**config.mk**
```make
export PLATFORM = sky130hd
export DESIGN_NAME = mcct_ram
export DESIGN_NICKNAME = d
export VERILOG_FILES = /design/src/rtl/mcct_ram.sv
export SDC_FILE = /design/constraint.sdc
export NUM_CORES = 1
export LEC_CHECK = 0
export BUFFER_PORTS_ARGS = -buffer_cell sky130_fd_sc_hd__buf_2
export CORE_MARGIN = 3
export CORE_UTILIZATION = 32
export DETAILED_ROUTE_END_ITERATION = 8
export SYNTH_ARGS = -nofsm -noshare
export SYNTH_HDL_FRONTEND = slang
export SYNTH_SLANG_ARGS = --single-unit
```
**constraint.sdc**
```tcl
create_clock -name clk -period 1.8 [get_ports clk]
set_clock_uncertainty 0.15 [all_clocks]
set_input_delay 0.09 -clock clk [delete_from_list [all_inputs] [get_ports clk]]
set_output_delay 0.09 -clock clk [all_outputs]
set_load 0.05 [all_outputs]
```
**src/rtl/mcct_ram.sv**
```systemverilog
module mcct_ram #(
  parameter int WIDTH = 8,
  parameter int DEPTH = 16
) (
  input  logic                     clk,
  input  logic                     we,
  input  logic [$clog2(DEPTH)-1:0] waddr,
  input  logic [WIDTH-1:0]         wdata,
  input  logic [$clog2(DEPTH)-1:0] raddr,
  output logic [WIDTH-1:0]         rdata
);

  logic [WIDTH-1:0] mem [DEPTH];

  // one write port, registered read port
  always_ff @(posedge clk) begin
    if (we) begin
      mem[waddr] <= wdata;
    end
    rdata <= mem[raddr];
  end

endmodule

```
* After elaboration in Yosys (flattened, before gate mapping)
Memory sizes are Yosys's and may differ from the RTL's. A register that Yosys moved wholly into a read port is not among the register bits.
Cells that the tools add are included.
** Cells by class
- Multiplexer cells :: 2
** Operator list (count)
- $mux 1 :: 2
** Word-level totals
- Logic and storage cells :: 3
- Memories kept :: 1
- RAM bits :: 128
- Output and inout port bits :: 8
- Flip-flop bits (word level) :: 0
** Memories
- mem :: depth 16, bits a word 8, read ports 1, clocked after Yosys merged registers in 1, write ports 1, RTL line 13 : logic [WIDTH-1:0] mem [DEPTH];

* Longest topological paths before layout
- Word-level depth :: 2
- Depth in mapped cells :: 5
- Gate-level depth less buffers :: 3

* Worst setup path before layout
No wires, ideal clock.
- Kind :: in2reg
- Start :: in waddr[2]
- End :: mem mem[0][0], enable pin
- Setup slack :: 67 ps
- Library setup time :: 383 ps
- Buffers on the path :: 0
- Data required time :: 1267 ps
- Arrival time :: 1200 ps
- Stages on the path :: 2
- Path through :: or3b_2 -> nor3_1
** RTL lines
- start, declared :: RTL line 7 : input logic [$clog2(DEPTH)-1:0] waddr,
- end, declared :: RTL line 13
No word-level cell before the write port.

==> impl_metrics.csv <==
group,metric,value,unit
cts,cts_tree,"yes",
timing,slew-limit-headroom,0.732,
synth,ys_types,19,
final_layout,fin_cells,521,
final_layout,nNetsFinal,315,
final_layout,fin_area,6360,µm²
placed_design,place_area,5670,µm²
timing,setup-violations-final,0,
route,drt_wl_total,10500,µm
min_path,hp-class,"input port to flop",
timing,hold_violations,0,
synth,synth_common_cells,"128 x edfxtp_1, 18 x mux4_2, 16 x a22oi_1",
floorplan,core_area,15500,µm²
cts,cts_resized,0,
timing,slew_violations,0,
setup_path,critPathKind,"flop to flop",
route,drc,0,
setup_path,r2r-start,"mem[9][4]",
floorplan,pin_count,26,
run_status,outcome,"complete, no violations",
final_layout,drive_gt1_frac,0.313,
setup_path,critPathRequiredTime,1.94,ns
setup_path,critPathCaptureType,"flop",
cts,cts_root_buffer,"clkbuf_16",
timing,setup_tns,0,ns
pwr,p_total,7.53,mW
synth,synth-seq-area-share,0.778,
floorplan,die-height,133,µm
synth,synth_flop_cell,"edfxtp_1",
setup_path,startpoint_type,"flop",
final_layout,n_antenna_cell,0,
placed_design,place_ws,0.110,ns
min_path,min_from,"waddr[0]",
route,viasPerCell,4.75,
grt,grt_pass1_vias,2691,
cts,clock_path_buffers,2,
placed_design,place_inst,481,
min_path,hold_depth,3,
cts,cts_made_buffers,17,
final_layout,area_delta_synth_final,23.5,%
cts,cts.reportedPaths.clkPinSlew,0.06,ns
min_path,whs_endpoint,"mem[0][2]",
timing,hold_ws,0.0930,ns
setup_path,worst_ep_arrival_time,1.64,ns
final_layout,fill_cells,1375,
final_layout,multi_input_area,1060,µm²
setup_path,r2r_end,"rdata[4]",
pwr,p_leak,2.17,nW
synth,syn-num-nets,247,
setup_path,worstPathMaxFanout,1,
synth,ys.warnings.count,0,
final_layout,regArea,4000,µm²
placed_design,hpwl,6720,µm
route,drt-initial-drc-count,297,
timing,worst_slew_pin_slew,0.401,ns
grt,antenna_found_initial,0,
grt,grt_first_pass_wirelength,16200,µm
placed_design,port_buffers,25,
synth,synthMostInstantiatedCell,"edfxtp_1",
pwr,irDropWorstVdd,0.568,mV
floorplan,die-area,17600,µm²
placed_design,gp_congestion,0.742,
floorplan,initial_core_util,0.332,
setup_path,regToRegSetupSlack,0.30,ns
floorplan,die_x,133,µm
route,dr.pass1.iters,4,
route,vias,2477,
route,drtAntennaViolNets,0,
grt,grt_max_degree,24,
synth,synth_edf_count,128,
cts,cts.sinks,136,
timing,min_period,1.50,ns
synth,netlist_instances,229,
grt,grt.overflow.total,0,
synth,synthTopCellsByArea,"edfxtp_1 75%, mux4_2 7.9%, mux4_1 7.1%",
timing,rsz0062_at_grt,"no",
cts,clkLatencyLatePin,0.41,ns
synth,ys_ff_latch,136,
synth,synth_top_area_share,0.747,
cts,cts_htree_levels,4,
grt,grt.total_usage,0.128,
synth,yosys.area.top_type,"edfxtp_1",
timing,max_freq,0.668,GHz
pwr,cellPowerDensity,1190,nW/µm²
floorplan,std_cell_rows,45,
setup_path,r2r_cells,3,
run,cap_viol_max_count,0,
timing,fin_crit_sh,0.832,
synth,syn_area,5150,µm²
route,routedWlPerCell,20.2,µm
timing,setup_slack,0.303,ns
synth,synthArstFlopShare,0,
synth,synth.avg_cell_area,22.5,µm²
final_layout,postLayoutCoreUtil,0.411,
==> critical path: stages, from the launching register on <==
cell      delay (ns)
edfxtp_1        0.37
mux4_1          0.51
a22oi_1         0.28
nand2_1         0.07
==> where the power goes <==
group          switching, mW  internal (mW)
Combinational          0.260          0.159
Sequential            0.0212           3.54
Clock                   1.21           2.35
Total                   1.49           6.05
==> layout by cell type, fill, tap and decap left out <==
| cell | n |
|---|---|
| edfxtp_1 | 128 |
| buf_2 | 25 |
| buf_4 | 24 |
| mux4_2 | 18 |
| clkbuf_16 | 17 |
| a22oi_1 | 16 |
| mux4_1 | 14 |
| nor2_1 | 13 |
| nand2_1 | 9 |
| dlygate4sd3_1 | 8 |
| dfxtp_1 | 8 |
| clkbuf_1 | 5 |
| nor3_1 | 4 |
| bufinv_16 | 4 |
| clkinv_2 | 3 |
| nand3b_1 | 2 |
| nand2b_1 | 2 |
| clkinvlp_4 | 2 |
| buf_12 | 2 |
| nor2b_1 | 1 |
| and2_1 | 1 |
| and2b_1 | 1 |
| nand3_1 | 1 |
| or3b_2 | 1 |
| clkbuf_8 | 1 |
==> worst max-delay path by stage <==
stage          slack, ns  cells past startpoint         to       from
2_1_floorplan       0.07                      2  mem[0][0]   waddr[2]
3_3_place_gp         0.1                      5   rdata[4]   raddr[0]
3_5_place_dp        0.11                      5   rdata[4]   raddr[0]
4_1_cts             0.26                      3   rdata[4]  mem[9][4]
5_1_grt             0.20                      3   rdata[2]  mem[1][2]
6_report            0.30                      3   rdata[4]  mem[9][4]
==> registers in the layout (all words and copies together), names as in the netlist <==
register	count
rdata	8
mem	128
==> layout make-up <==
type                            count  share of cell area
Multi-Input combinational cell     83               0.166
Tap cell                          211              0.0415
Sequential cell                   136               0.630
Clock buffer                       23              0.0720
Timing Repair Buffer               59              0.0669
Clock inverter                      9              0.0236
==> timing repair <==
action,CTS,global route
buffers inserted,0,0
hold buffers,8,0
endpoints found under the hold margin,128,0
==> kinds of logic after synthesis <==
logic type | count (synthesis) | synth area share
AOI/OAI and AO/OA | 16 | 0.0233
buffers and inverters | 10 | 0.0168
DFF | 136 | 0.778
muxes | 32 | 0.150
and+or+nand+nor | 35 | 0.0318
==> per-layer routing <==
layer,GRT usage,wire [µm]
met1,0.170,4790
met2,0.197,5080
met3,0.0456,572
met4,0.0398,70
met5,0,0
No activity file was read; power rests on OpenSTA's default activity.
