File: config.mk
export PLATFORM = sky130hd
export DESIGN_NAME = mcct_div
export DESIGN_NICKNAME = d
export VERILOG_FILES = /design/src/rtl/mcct_pkg.sv /design/src/rtl/mcct_div.sv
export SDC_FILE = /design/constraint.sdc
export NUM_CORES = 1
export LEC_CHECK = 0
export BUFFER_PORTS_ARGS = -buffer_cell sky130_fd_sc_hd__buf_4
export CAP_MARGIN = 20
export CORE_MARGIN = 2
export CORE_UTILIZATION = 58
export CTS_CLUSTER_DIAMETER = 40
export DETAILED_ROUTE_END_ITERATION = 6
export GPL_ROUTABILITY_DRIVEN = 0
export PLACE_DENSITY = 0.86
export SYNTH_ARGS = -nofsm -noshare
export SYNTH_HDL_FRONTEND = slang
export SYNTH_SLANG_ARGS = --single-unit
File: constraint.sdc
create_clock -name clk -period 5.2 [get_ports clk]
set_input_delay 0.26 -clock clk [delete_from_list [all_inputs] [get_ports clk]]
set_output_delay 0.26 -clock clk [all_outputs]
set_load 0.01 [all_outputs]
File: src/rtl/mcct_pkg.sv
package mcct_pkg;

  // table geometry
  localparam int TIME_BITS  = 6;
  localparam int FRAG_BITS  = 3;
  localparam int CELL_BITS  = TIME_BITS + FRAG_BITS;
  localparam int CELLS      = 1 << CELL_BITS;

  // field widths
  localparam int Q_BITS     = 17;
  localparam int N_BITS     = 21;
  localparam int SUM_BITS   = 40;
  localparam int SQ_BITS    = 56;
  localparam int COV_BITS   = 26;
  localparam int ROOT_BITS  = SQ_BITS / 2;
  localparam int SREM_BITS  = ROOT_BITS + 2;

  // serial divider sizing
  localparam int DIV_BITS   = 56;
  localparam int DCNT_BITS  = 6;

  localparam logic [Q_BITS-1:0]   ONE_FX  = 17'd65536;
  localparam logic [N_BITS-1:0]   N_MAX   = 21'd1048576;
  localparam logic [COV_BITS-1:0] COV_MAX = {COV_BITS{1'b1}};
  localparam logic [COV_BITS-1:0] THR_RST = 26'd6554;

  localparam logic FUNC_ACC   = 1'b0;
  localparam logic FUNC_CHECK = 1'b1;

  // one table cell as stored in RAM
  typedef struct packed {
    logic [SUM_BITS-1:0] sum;
    logic [SQ_BITS-1:0]  sq;
    logic                done;
    logic [Q_BITS-1:0]   hmean;
    logic [N_BITS-1:0]   hcount;
  } cell_t;

  // divider status back to the sequencer
  typedef struct packed {
    logic busy;
    logic done;
  } div_stat_t;

endpackage

File: src/rtl/mcct_div.sv
module mcct_div (
  input  logic                            clk,
  input  logic                            rst,
  input  logic                            start,
  input  logic [mcct_pkg::DIV_BITS-1:0]   dividend,
  input  logic [mcct_pkg::N_BITS-1:0]     divisor,
  output mcct_pkg::div_stat_t             stat,
  output logic [mcct_pkg::DIV_BITS-1:0]   quotient
);

  logic [mcct_pkg::DIV_BITS-1:0]  quo;
  logic [mcct_pkg::N_BITS-1:0]    rem;
  logic [mcct_pkg::N_BITS-1:0]    dsr;
  logic [mcct_pkg::DCNT_BITS-1:0] cnt;
  logic                           busy;
  logic                           done;
  logic [mcct_pkg::N_BITS:0]      trial;
  logic                           qbit;
  logic [mcct_pkg::N_BITS:0]      diff;

  // restoring step: one quotient bit per cycle
  always_comb begin
    trial = {rem, quo[mcct_pkg::DIV_BITS-1]};
    diff  = trial - {1'b0, dsr};
    qbit  = (trial >= {1'b0, dsr});
  end

  always_ff @(posedge clk) begin
    if (rst) begin
      busy <= 1'b0;
      done <= 1'b0;
    end else begin
      done <= 1'b0;
      if (start) begin
        busy <= 1'b1;
      end else if (busy && cnt == mcct_pkg::DCNT_BITS'(mcct_pkg::DIV_BITS - 1)) begin
        busy <= 1'b0;
        done <= 1'b1;
      end
    end
  end

  // datapath, no reset
  always_ff @(posedge clk) begin
    if (start) begin
      quo <= dividend;
      dsr <= divisor;
      rem <= '0;
      cnt <= '0;
    end else if (busy) begin
      quo <= {quo[mcct_pkg::DIV_BITS-2:0], qbit};
      rem <= qbit ? diff[mcct_pkg::N_BITS-1:0] : trial[mcct_pkg::N_BITS-1:0];
      cnt <= cnt + 1'b1;
    end
  end

  assign stat.busy = busy;
  assign stat.done = done;
  assign quotient  = quo;

endmodule

# Word level (Yosys, flattened, before mapping)
# Cells that the tools add are included.
[totals] elab_cells=20 reg_bits=106 inputBits=80 out_inout_bits=58
[op_classes] n_eq_ne=1 n_addsub=2 reduce_logical=4 muxes=6 magnitude_cmp=1
[op_table] cell="56-bit 2-to-1 mux" count=2
[op_table] cell="22-bit by 21-bit >= comparator with 1-bit output" count=1
[op_table] cell="21-bit 2-to-1 mux" count=1
[op_table] cell="21-bit subtractor" count=1
[op_table] cell="6-bit by 1-bit adder with 6-bit output, second input constant" count=1
[op_table] cell="6-bit equality test, second input constant" count=1
[op_table] cell="2-bit nonzero test" count=2
[op_table] cell="1-bit 2-to-1 mux" count=3
[op_table] cell="2-bit OR reduction" count=1
[op_table] cell="1-bit logical AND" count=1

# Longest topological paths before layout
[logic_depth] depth_word=4 ltp_mapped=12 ltp_nobuf=11

# Worst setup path before layout
# Ideal clock, no wire load.
[synth_timing] path_kind="reg2reg" from="register quo (netlist bit quotient[55])" to="register quo (netlist bit quotient[0]), data pin" setup_time_ns=0.270 t_arrival_ns=2.375 path_buffers=1 required_time_ns=4.930 slack_ns=2.555 synth_period_minus_slack_ns=2.645 stages_incl_launch_ff=12 path_cell_list="edfxtp_1 inv_1 ha_1 inv_1 fa_1 a211oi_1 o21ai_1 a21oi_1 o21ai_2 a31oi_4 buf_2 mux2i_1"
[synth_between] elab_chain_len=3
[synth_rtl] item="start, declared" line="mcct_div.sv:11" text="logic [mcct_pkg::DIV_BITS-1:0] quo;"
[synth_rtl] item="start signal, assigned" line="mcct_div.sv:46" text="quo <= dividend;"
[synth_rtl] item="start signal, assigned" line="mcct_div.sv:51" text="quo <= {quo[mcct_pkg::DIV_BITS-2:0], qbit};"
[synth_rtl] item="22-bit by 21-bit >= comparator with 1-bit output" line="mcct_div.sv:25" text="qbit = (trial >= {1'b0, dsr});"
[synth_rtl] item="56-bit 2-to-1 mux" line="mcct_div.sv:50" text="end else if (busy) begin"
[synth_rtl] item="56-bit 2-to-1 mux" line="mcct_div.sv:45" text="if (start) begin"
# Every way passes these cells. The select of a mux whose other input is x is not followed.
# A chain may end at the register's enable or synchronous reset.

# Worst setup path after layout
[layout_timing] from="register quo (netlist bit quotient[55])" to="register rem[9] (netlist name)"
[layout_between] elab_chain_len=2 word_cells_on_any_way=3 cone_classes="add/sub: 1; order compare: 1; mux: 1"
[layout_rtl] item="21-bit subtractor / 22-bit by 21-bit >= comparator with 1-bit output (equally long branches)" line="mcct_div.sv:24, mcct_div.sv:25"
[layout_rtl] item="21-bit 2-to-1 mux (*)" line="mcct_div.sv:52" text="rem <= qbit ? diff[mcct_pkg::N_BITS-1:0] : trial[mcct_pkg::N_BITS-1:0];"
[layout_rtl] item="end signal, assigned" line="mcct_div.sv:52"
[layout_rtl] item="end, declared" line="mcct_div.sv:12" text="logic [mcct_pkg::N_BITS-1:0] rem;"
# Mark *: on every way between the ends. The rest lies on a longest branch, timed or not.

==> out/qor.csv <==
metric;value;unit
drv_slew;0;
powerDensity;292;nW/µm²
synthXorXnorAreaFrac;2.89;%
worstHoldPathType;in2reg;
path_common_cell;inv_1;
met2_usage;44.5;%
clock.fmax;311;MHz
viasPerCell;5.77;
grt_util_met1;27.8;%
cts_buffers;9;
post-place-ws;2.00;ns
cts.sinks;106;
hpwlAfterDp;9040;µm
wl_per_cell;17.6;µm
cts-root-buf;clkbuf_8;
status;complete, no violations;
syn_nets;563;
yosysUniqueCellTypes;53;
grt_setup_unrepaired;false;
first_global_vias;4121;
die-area;10200;µm²
slowest_stage;a31oi_4;
n_fill_cell;626;
synth-edff-count;77;
grtUsageTotal;24.9;%
fin_crit_sh;61.9;%
dr.first_iter.drc_count;184;
fin_setup_tns;0;ns
finalSetupViolCount;0;
syn-mean-instance-area;11.9;µm²
cp-startpoint;quotient[55];
ctsResizeCount;0;
synth_largest_area_cell;edfxtp_1;
cts_setup_buffers;0;
tritoncts;done;
via_count;4064;
r2r_slack;1.98;ns
cp.required;5.46;ns
cts_hold_buf;0;
clk_pin_slew;0.11;ns
gr-total-overflow;0;
dp_cells;688;
finalClockSkew;0.0169;ns
areaGrowthSynthToFinish;23.7;%
top_usage_layer;met2;
synthesis.area;5460;µm²
num_rows;35;
synthSimpleGateAreaFrac;8.05;%
num_io_pins;138;
critical_path.cell_chain;inv_1 > ha_1 > inv_1 > fa_1 > a211oi_1 > o21ai_1 > a21oi_1 > o21ai_2 > a31oi_4 > nand2b_1 > o21ai_0;
seq_area_frac_synth;53.0;%
antenna_found_initial;0;
muxShareOfSynthArea;13.5;%
dr.pass1.iters;5;
synth_top_family_by_area;multiplexers;
hold_viol_final;0;
synth_most_common_cell;edfxtp_1;
clockBufferDepth;2;
drt-total-wl;12400;µm
drtAntennaViolNets;0;
synth_seq_cells;106;
vdd_drop_max;267;µV
leakage;2.87;nW
synth-async-reset-ratio;0;%
ys_warn_count;0;
drive_gt1_share;36.6;%
hp-start;rst;
end_kind;flop;
syn_inst;460;
synthTopCellsByCount;77 x edfxtp_1, 55 x mux2_2, 29 x dfxtp_1, 29 x inv_1, 28 x nor2_1;
fin_ws;1.98;ns
worstMarginPinSlew;1.09;ns
fin_crit;3.22;ns
max-slew-margin-rel;26.9;%
synth_top_area_share;42.4;%
initial_core_util;59.3;%
core-area;9200;µm²
synth_fa_ha_area_share;5.41;%
layout.cells.non_filler;704;
crit_fanout;26;
cp-start-kind;flop;
io_buffer_count;137;
nets;691;
cpPeakStageDelay;0.73;ns
critPathTopFamily;compound AO/OA/AOI/OAI gates;
synth-compound-area-share;13.0;%
fp.dieW;101;µm
use_met3;9.29;%
min_delay_worst_endpoint;done;
r2r_end;rem[9];
critPathBufInv;2;
clock_latency;0.38;ns
max_cap_viol_count;0;
grt_first_pass_wirelength;19600;µm
worstSetupPathType;reg2reg;
worstPathArrival;3.48;ns
hold_depth;2;
n_antenna_cell;0;
reg2reg_depth;11;
die_y;101;µm
htree_levels;3;
grt_max_degree;69;
drc;0;
p_total;1.97;mW
synthFlopType;edfxtp_1;
r2r_start;quotient[55];
synth_area_leaders;edfxtp_1 42%, mux2_2 11%, dfxtp_1 11%;
==> cell families after synthesis <==
logic type | count (synthesis)
simple gates | 90
flops | 106
buf+inv | 51
mux | 67
fa+ha+maj | 23
xor+xnor | 18
compound gates | 105
==> how the worst max path moves through the flow <==
stage,end,slack [ns],cells past startpoint
final,rem[9],1.98,11
after CTS,rem[16],1.98,11
after global placement,rem[12],2.11,11
after global routing,rem[16],1.70,11
after floorplan,quotient[0],2.55,11
after detailed placement,rem[9],2.00,11
==> cell type report <==
cell class / count / area, µm² / share of cell area (%)
clock buffer: 9 / 124 / 1.83
clock inverter: 7 / 87.6 / 1.30
inverter: 29 / 109 / 1.61
multi-input combinational: 303 / 2340 / 34.7
sequential: 106 / 2890 / 42.8
tap: 111 / 139 / 2.06
timing repair buffer: 139 / 1060 / 15.6
==> through the flow <==
stage                     utilization, %  area [µm²]  hold slack (ns)
after global routing                73.4        6750           0.0238
after CTS                           73.4        6750           0.0277
final                               73.4        6750           0.0431
after detailed placement            71.1        6540            0.439
after floorplan                        -        5460            0.338
after global placement              70.9        6520            0.437
==> per-layer routing <==
layer / routed length (µm) / part of all wire, % / vias up
met1: 4690 / 38 / 1922
met3: 1100 / 8.8 / 19
met2: 6440 / 52 / 152
li1: - / - / 1971
met5: 0 / 0 / -
met4: 176 / 1.4 / 0
==> sequential cells by signal (all words and copies together), names as in the netlist <==
signal / cells
busy: 1
cnt: 6
done: 1
dsr: 21
quotient: 56
rem: 21
==> where the power goes <==
group | internal (mW) | switching [mW] | total, mW
clock | 0.233 | 0.311 | 0.544
combinational | 0.202 | 0.189 | 0.391
sequential | 0.989 | 0.0443 | 1.03
total | 1.42 | 0.544 | 1.97
==> cell usage in the layout, fill, tap and decap left out, types with 3 or more instances in the layout <==
master | netlist | final
buf_4 | 2 | 138
edfxtp_1 | 77 | 77
xor2_1 | 7 | 7
xnor2_1 | 11 | 11
a211oi_1 | 15 | 15
ha_1 | 22 | 22
nand2_1 | 21 | 21
nor2b_1 | 6 | 6
a21o_1 | 7 | 7
mux2_2 | 55 | 55
a31oi_1 | 6 | 6
nand3_1 | 6 | 6
inv_1 | 29 | 28
mux2i_1 | 12 | 12
nor2_1 | 28 | 28
clkbuf_8 | 0 | 9
a21oi_1 | 20 | 20
o21bai_1 | 3 | 3
o21ai_0 | 22 | 22
a32oi_1 | 7 | 7
nand2b_1 | 7 | 7
o31ai_1 | 7 | 7
nand4_1 | 6 | 6
and3_1 | 3 | 3
o21a_1 | 3 | 3
dfxtp_1 | 29 | 29
(Power assumes the default switching activity.)
